**src/hdl/psq_pkg.sv**
```systemverilog
// shared constants, types and the startup sort schedule for the p-square estimator
// no dependencies
package psq_pkg;

    localparam int SW    = 32;
    localparam int PW    = 32;
    localparam int DPW   = 49;
    localparam int CW    = 50;
    localparam int AW    = 68;
    localparam int BW    = 34;
    localparam int CNTW  = 7;
    localparam int NMK   = 5;
    localparam int QW    = 17;
    localparam int PADDR_W = 2;
    localparam int PDATA_W = 32;

    localparam logic [QW-1:0]      Q_ONE   = 17'h10000;
    localparam logic [QW-1:0]      Q_RESET = 17'h08000;
    localparam logic [PADDR_W-1:0] ADDR_TARGET_Q = 2'd0;
    localparam logic [PW-1:0]      POS_MAX = '1;
    localparam logic [2:0]         START_DONE = 3'd5;
    localparam logic [2:0]         START_LAST = 3'd4;
    localparam logic [2:0]         MK_FIRST = 3'd1;
    localparam logic [2:0]         MK_LAST  = 3'd3;
    localparam logic [3:0]         SORT_LAST = 4'd9;

    typedef enum logic [3:0] {
        S_IDLE,
        S_DISPATCH,
        S_SORT,
        S_UPDATE,
        S_MK_LOAD,
        S_MK_DECIDE,
        S_MUL1,
        S_DIV1,
        S_MUL2,
        S_DIV2,
        S_DIV3,
        S_CHECK,
        S_DIV4,
        S_EMIT
    } t_state;

    typedef enum logic {
        OP_MUL,
        OP_DIV
    } t_mdu_op;

    typedef struct packed {
        logic    start;
        t_mdu_op op;
    } t_mdu_req;

    // lower index of the compare-swap pair for each bubble sort step
    function automatic logic [2:0] sort_lo(input logic [3:0] step);
        logic [2:0] lo;
        case (step)
            4'd0:    lo = 3'd0;
            4'd1:    lo = 3'd1;
            4'd2:    lo = 3'd2;
            4'd3:    lo = 3'd3;
            4'd4:    lo = 3'd0;
            4'd5:    lo = 3'd1;
            4'd6:    lo = 3'd2;
            4'd7:    lo = 3'd0;
            4'd8:    lo = 3'd1;
            4'd9:    lo = 3'd0;
            default: lo = 3'd0;
        endcase
        return lo;
    endfunction

endpackage

```
**src/hdl/psq_mdu.sv**
```systemverilog
// shared sequential multiply / divide unit, signed dividend, unsigned divisor
// shift-add multiply one bit a cycle, restoring divide one bit a cycle; depends on psq_pkg
module psq_mdu import psq_pkg::*; (
    input  logic                 i_clk,
    input  logic                 i_rst_n,
    input  t_mdu_req             i_req,
    input  logic signed [AW-1:0] i_a,
    input  logic [BW-1:0]        i_b,
    output logic                 o_done,
    output logic signed [AW-1:0] o_res
);

    logic            r_busy, n_busy;
    logic            r_fin, n_fin;
    t_mdu_op         r_op, n_op;
    logic            r_neg, n_neg;
    logic            r_zero, n_zero;
    logic [AW-1:0]   r_mag, n_mag;
    logic [BW-1:0]   r_b, n_b;
    logic [AW-1:0]   r_acc, n_acc;
    logic [BW:0]     r_rem, n_rem;
    logic [CNTW-1:0] r_cnt, n_cnt;
    logic [BW:0]     rem_sh;
    logic            qbit;

    always_comb begin
        n_busy = r_busy;
        n_fin  = 1'b0;
        n_op   = r_op;
        n_neg  = r_neg;
        n_zero = r_zero;
        n_mag  = r_mag;
        n_b    = r_b;
        n_acc  = r_acc;
        n_rem  = r_rem;
        n_cnt  = r_cnt;
        rem_sh = {r_rem[BW-1:0], r_mag[AW-1]};
        qbit   = rem_sh >= {1'b0, r_b};
        if (i_req.start) begin
            n_busy = 1'b1;
            n_op   = i_req.op;
            n_neg  = i_a[AW-1];
            n_mag  = i_a[AW-1] ? AW'(-i_a) : AW'(i_a);
            n_b    = i_b;
            n_acc  = '0;
            n_rem  = '0;
            n_zero = (i_req.op == OP_DIV) && (i_b == '0);
            n_cnt  = (i_req.op == OP_MUL) ? CNTW'(BW) : CNTW'(AW);
        end else if (r_busy) begin
            if (r_op == OP_MUL) begin
                if (r_b[0]) begin
                    n_acc = r_acc + r_mag;
                end
                n_mag = r_mag << 1;
                n_b   = r_b >> 1;
            end else begin
                n_rem = qbit ? (rem_sh - {1'b0, r_b}) : rem_sh;
                n_acc = {r_acc[AW-2:0], qbit};
                n_mag = r_mag << 1;
            end
            n_cnt = r_cnt - 1'b1;
            if (r_cnt == CNTW'(1)) begin
                n_busy = 1'b0;
                n_fin  = 1'b1;
            end
        end
    end

    always_ff @(posedge i_clk) begin
        if (!i_rst_n) begin
            r_busy <= 1'b0;
            r_fin  <= 1'b0;
        end else begin
            r_busy <= n_busy;
            r_fin  <= n_fin;
        end
    end

    always_ff @(posedge i_clk) begin
        r_op   <= n_op;
        r_neg  <= n_neg;
        r_zero <= n_zero;
        r_mag  <= n_mag;
        r_b    <= n_b;
        r_acc  <= n_acc;
        r_rem  <= n_rem;
        r_cnt  <= n_cnt;
    end

    assign o_done = r_fin;
    assign o_res  = r_zero ? '0 : (r_neg ? -$signed(r_acc) : $signed(r_acc));

endmodule

```
**config.mk**
```make
export PLATFORM = sky130hd
export DESIGN_NAME = psq_mdu
export DESIGN_NICKNAME = d
export VERILOG_FILES = /design/src/hdl/psq_pkg.sv /design/src/hdl/psq_mdu.sv
export SDC_FILE = /design/constraint.sdc
export NUM_CORES = 1
export LEC_CHECK = 0
export BUFFER_PORTS_ARGS = -buffer_cell sky130_fd_sc_hd__buf_2
export CAP_MARGIN = 20
export CORE_ASPECT_RATIO = 2
export CORE_MARGIN = 4
export CORE_UTILIZATION = 45
export CTS_BUF_LIST = sky130_fd_sc_hd__clkbuf_4 sky130_fd_sc_hd__clkbuf_8 sky130_fd_sc_hd__clkbuf_16
export CTS_CLUSTER_SIZE = 30
export DETAILED_ROUTE_END_ITERATION = 10
export GPL_TIMING_DRIVEN = 0
export SLEW_MARGIN = 20
export SYNTH_ARGS = -nofsm -noshare
export SYNTH_HDL_FRONTEND = slang
export SYNTH_SLANG_ARGS = --single-unit
```
**constraint.sdc**
```tcl
create_clock -name i_clk -period 6.6 [get_ports i_clk]
set_clock_uncertainty 0.1 [all_clocks]
set_input_delay 1.32 -clock i_clk [delete_from_list [all_inputs] [get_ports i_clk]]
set_output_delay 1.32 -clock i_clk [all_outputs]
set_load 0.01 [all_outputs]
```
==> flow_metrics.env <==
export IMPL_holdPathStages=2
export IMPL_r2r_start="r_mag[67]"
export IMPL_drc=0
export IMPL_cp_start_kind="register"
export IMPL_p_per_area_mw_per_mm2=251.7
export IMPL_hold_class="register to register"
export IMPL_synth_area_leader_cell="edfxtp_1"
export IMPL_finalPower_mw=5.128
export IMPL_dieArea_mm2=0.04320
export IMPL_min_delay_start="r_rem[3]"
export IMPL_layoutNonFillerInstCount=3017
export IMPL_fin_nets=2687
export IMPL_clock_latency_ns=0.55
export IMPL_drtIter0Drc=1314
export IMPL_rsz0062_at_grt="no"
export IMPL_seq_area_frac_synth_pct=30.44
export IMPL_cts_buffer_depth=3
export IMPL_critPathMaxFanout=8
export IMPL_status="completed"
export IMPL_arrival_ns=4.44
export IMPL_pin_count=175
export IMPL_grt_overflow=0
export IMPL_timing_hold_ws_ns=0.3937
export IMPL_slowest_stage="or3_4"
export IMPL_syn_inst=2271
export IMPL_area_growth_pct=13.90
export IMPL_synth_edff_count=112
export IMPL_end_kind="output pin"
export IMPL_dp_cells=2972
export IMPL_rows=103
export IMPL_cts_root_buf="clkbuf_16"
export IMPL_antenna_found_initial=0
export IMPL_required_ns=5.18
export IMPL_wire_per_inst_um=24.66
export IMPL_first_pass_iters=7
export IMPL_slew_viol_final=0
export IMPL_relSlewSlack_pct=17.33
export IMPL_synthTopCellsByArea="edfxtp_1, dfxtp_1, xor2_1"
export IMPL_synth_seq_cells=216
export IMPL_portBuffers=173
export IMPL_path_cells="nor4_2 > nand3_1 > or3_4 > or3_4 > or2_4 > or3_4 > or4_4 > buf_6 > o31ai_1 > xor2_1 > nor2_1 > buf_2"
export IMPL_synth_area_mm2=0.01789
export IMPL_crit_type="register to output pin"
export IMPL_cts_max_level=1
export IMPL_worstRegToRegCells=16
export IMPL_fmax_mhz=170.8
export IMPL_max_cap_viol_count=0
export IMPL_syn_area_per_cell_um2=7.878
export IMPL_die_x_um=149.0
export IMPL_coreArea_mm2=0.03944
export IMPL_totalWireLength_mm=74.39
export IMPL_async_flop_share_pct=0
export IMPL_r2r_slack_ns=1.23
export IMPL_hold_path_end="r_rem[3]"
export IMPL_pre_cts_slack_ns=1.026
export IMPL_ys_types=70
export IMPL_period_share_pct=88.73
export IMPL_cts_sinks=216
export IMPL_yosysMostFrequentCell="nor2_1"
export IMPL_vias=18440
export IMPL_grt_pass1_vias=18530
export IMPL_leakage_nw=8.523
export IMPL_grt_pass1_wl_mm=108.7
export IMPL_track_usage_pct=33.00
export IMPL_tightest_slew_ns=1.240
export IMPL_fin_crit_ns=5.856
export IMPL_initial_core_util_pct=45.37
export IMPL_place_congestion=1.040
export IMPL_yosys_warnings=0
export IMPL_hold_viol_final=0
export IMPL_fin_ws_ns=0.7439
export IMPL_synth_commonest_cells="nor2_1, nand2_1, a21oi_1"
export IMPL_drive_gt1_share_pct=10.87
export IMPL_viasPerCell=6.111
export IMPL_grt_max_degree=51
export IMPL_hold_buffers=0
export IMPL_cts_buffers=24
export IMPL_cts_tree="yes"
export IMPL_die_h_um=290.0
export IMPL_ys_flop_type="edfxtp_1"
export IMPL_setup_tns_ns=0
export IMPL_insertedDiodeCount=0
export IMPL_max_stage_delay_ns=0.43
export IMPL_postCtsSetupBuffers=0
export IMPL_place_hpwl_mm=59.67
export IMPL_syn_nets=2484
export IMPL_cts_resized=0
export IMPL_max_vdd_ir_drop_mv=0.1998
export IMPL_setup_violations_final=0
export IMPL_yosys_area_top_type_share_pct=18.80
export IMPL_postRouteAntennaNets=0
export IMPL_cpMostUsedCell="or3_4"
export IMPL_clk_pin_slew_ns=0.07
export IMPL_r2r_end="r_rem[16]"
-- cells by family after synthesis --
family	count (synthesis)	share of synthesized area, %
AOI/OAI and AO/OA	672	23.45
muxes	32	1.881
buffers and inverters	199	4.217
adders and majority gates	107	7.567
DFF	216	30.44
xor gates and xnor gates	220	10.77
and+or+nand+nor	825	21.68
-- layout by cell type (no fill, tap or decap), types with 32 or more instances in the layout --
cell type,netlist,routed
a211oi_1,46,46
o31ai_1,42,42
o21ai_0,182,182
buf_2,0,173
a21oi_1,197,197
nor3_1,65,65
edfxtp_1,112,112
nor2_1,305,305
nand2_1,218,218
o211ai_1,32,32
ha_1,105,105
dfxtp_1,104,104
xor2_1,161,161
inv_1,70,70
xnor2_1,59,59
clkbuf_1,121,121
or3_1,32,32
a21o_1,49,48
-- sequential cells by signal (all words and copies together) (netlist names) --
name	count
r_busy	1
r_zero	1
r_mag	68
r_acc	68
r_neg	1
r_cnt	7
r_rem	34
o_done	1
r_b	34
r_op	1
-- routing by layer --
layer | GRT usage [%] | routed length, um
met1 | 31.27 | 23790
met5 | 0 | 0
met2 | 62.60 | 39740
met4 | 25.64 | 7181
met3 | 3.547 | 3688
-- power breakdown --
group | leakage [nW] | switching (mW) | internal (mW)
sequential | 1.97 | 0.174 | 1.57
clock | 0.439 | 0.622 | 0.885
combinational | 6.12 | 1.21 | 0.671
-- per-stage QoR --
stage / utilization, % / instance area, um2
CTS: 51.64 / 20360
global placement: 49.23 / 19410
finish: 51.67 / 20380
global route: 51.67 / 20380
floorplan: - / 17890
detailed placement: 49.43 / 19490
-- how the worst max path moves through the flow --
stage,startpoint,to,slack (ns)
6_report,r_acc[2],o_res[55],0.74
5_1_grt,r_acc[2],o_res[55],0.59
4_1_cts,r_acc[2],o_res[55],0.79
3_5_place_dp,i_a[12],r_mag[58],1.03
3_3_place_gp,r_mag[67],r_rem[28],0.70
2_1_floorplan,r_acc[9],o_res[61],1.83
-- critical path: cells and delay by family (launching register included) --
| kind | cells | cell delay [ns] |
|---|---|---|
| compound gates | 1 | 0.24 |
| simple gates | 8 | 2.78 |
| buf+inv | 2 | 0.34 |
| flops | 1 | 0.42 |
| xor+xnor | 1 | 0.11 |
-- cell type report --
type | count | area [um2]
tap | 525 | 656.9
sequential | 216 | 5445
multi-input combinational | 1856 | 11710
inverter | 71 | 266.5
buffer | 128 | 488.0
fill | 4043 | 19060
clock inverter | 8 | 70.07
timing repair buffer | 177 | 935.9
clock buffer | 36 | 803.3
(Power assumes the default switching activity.)
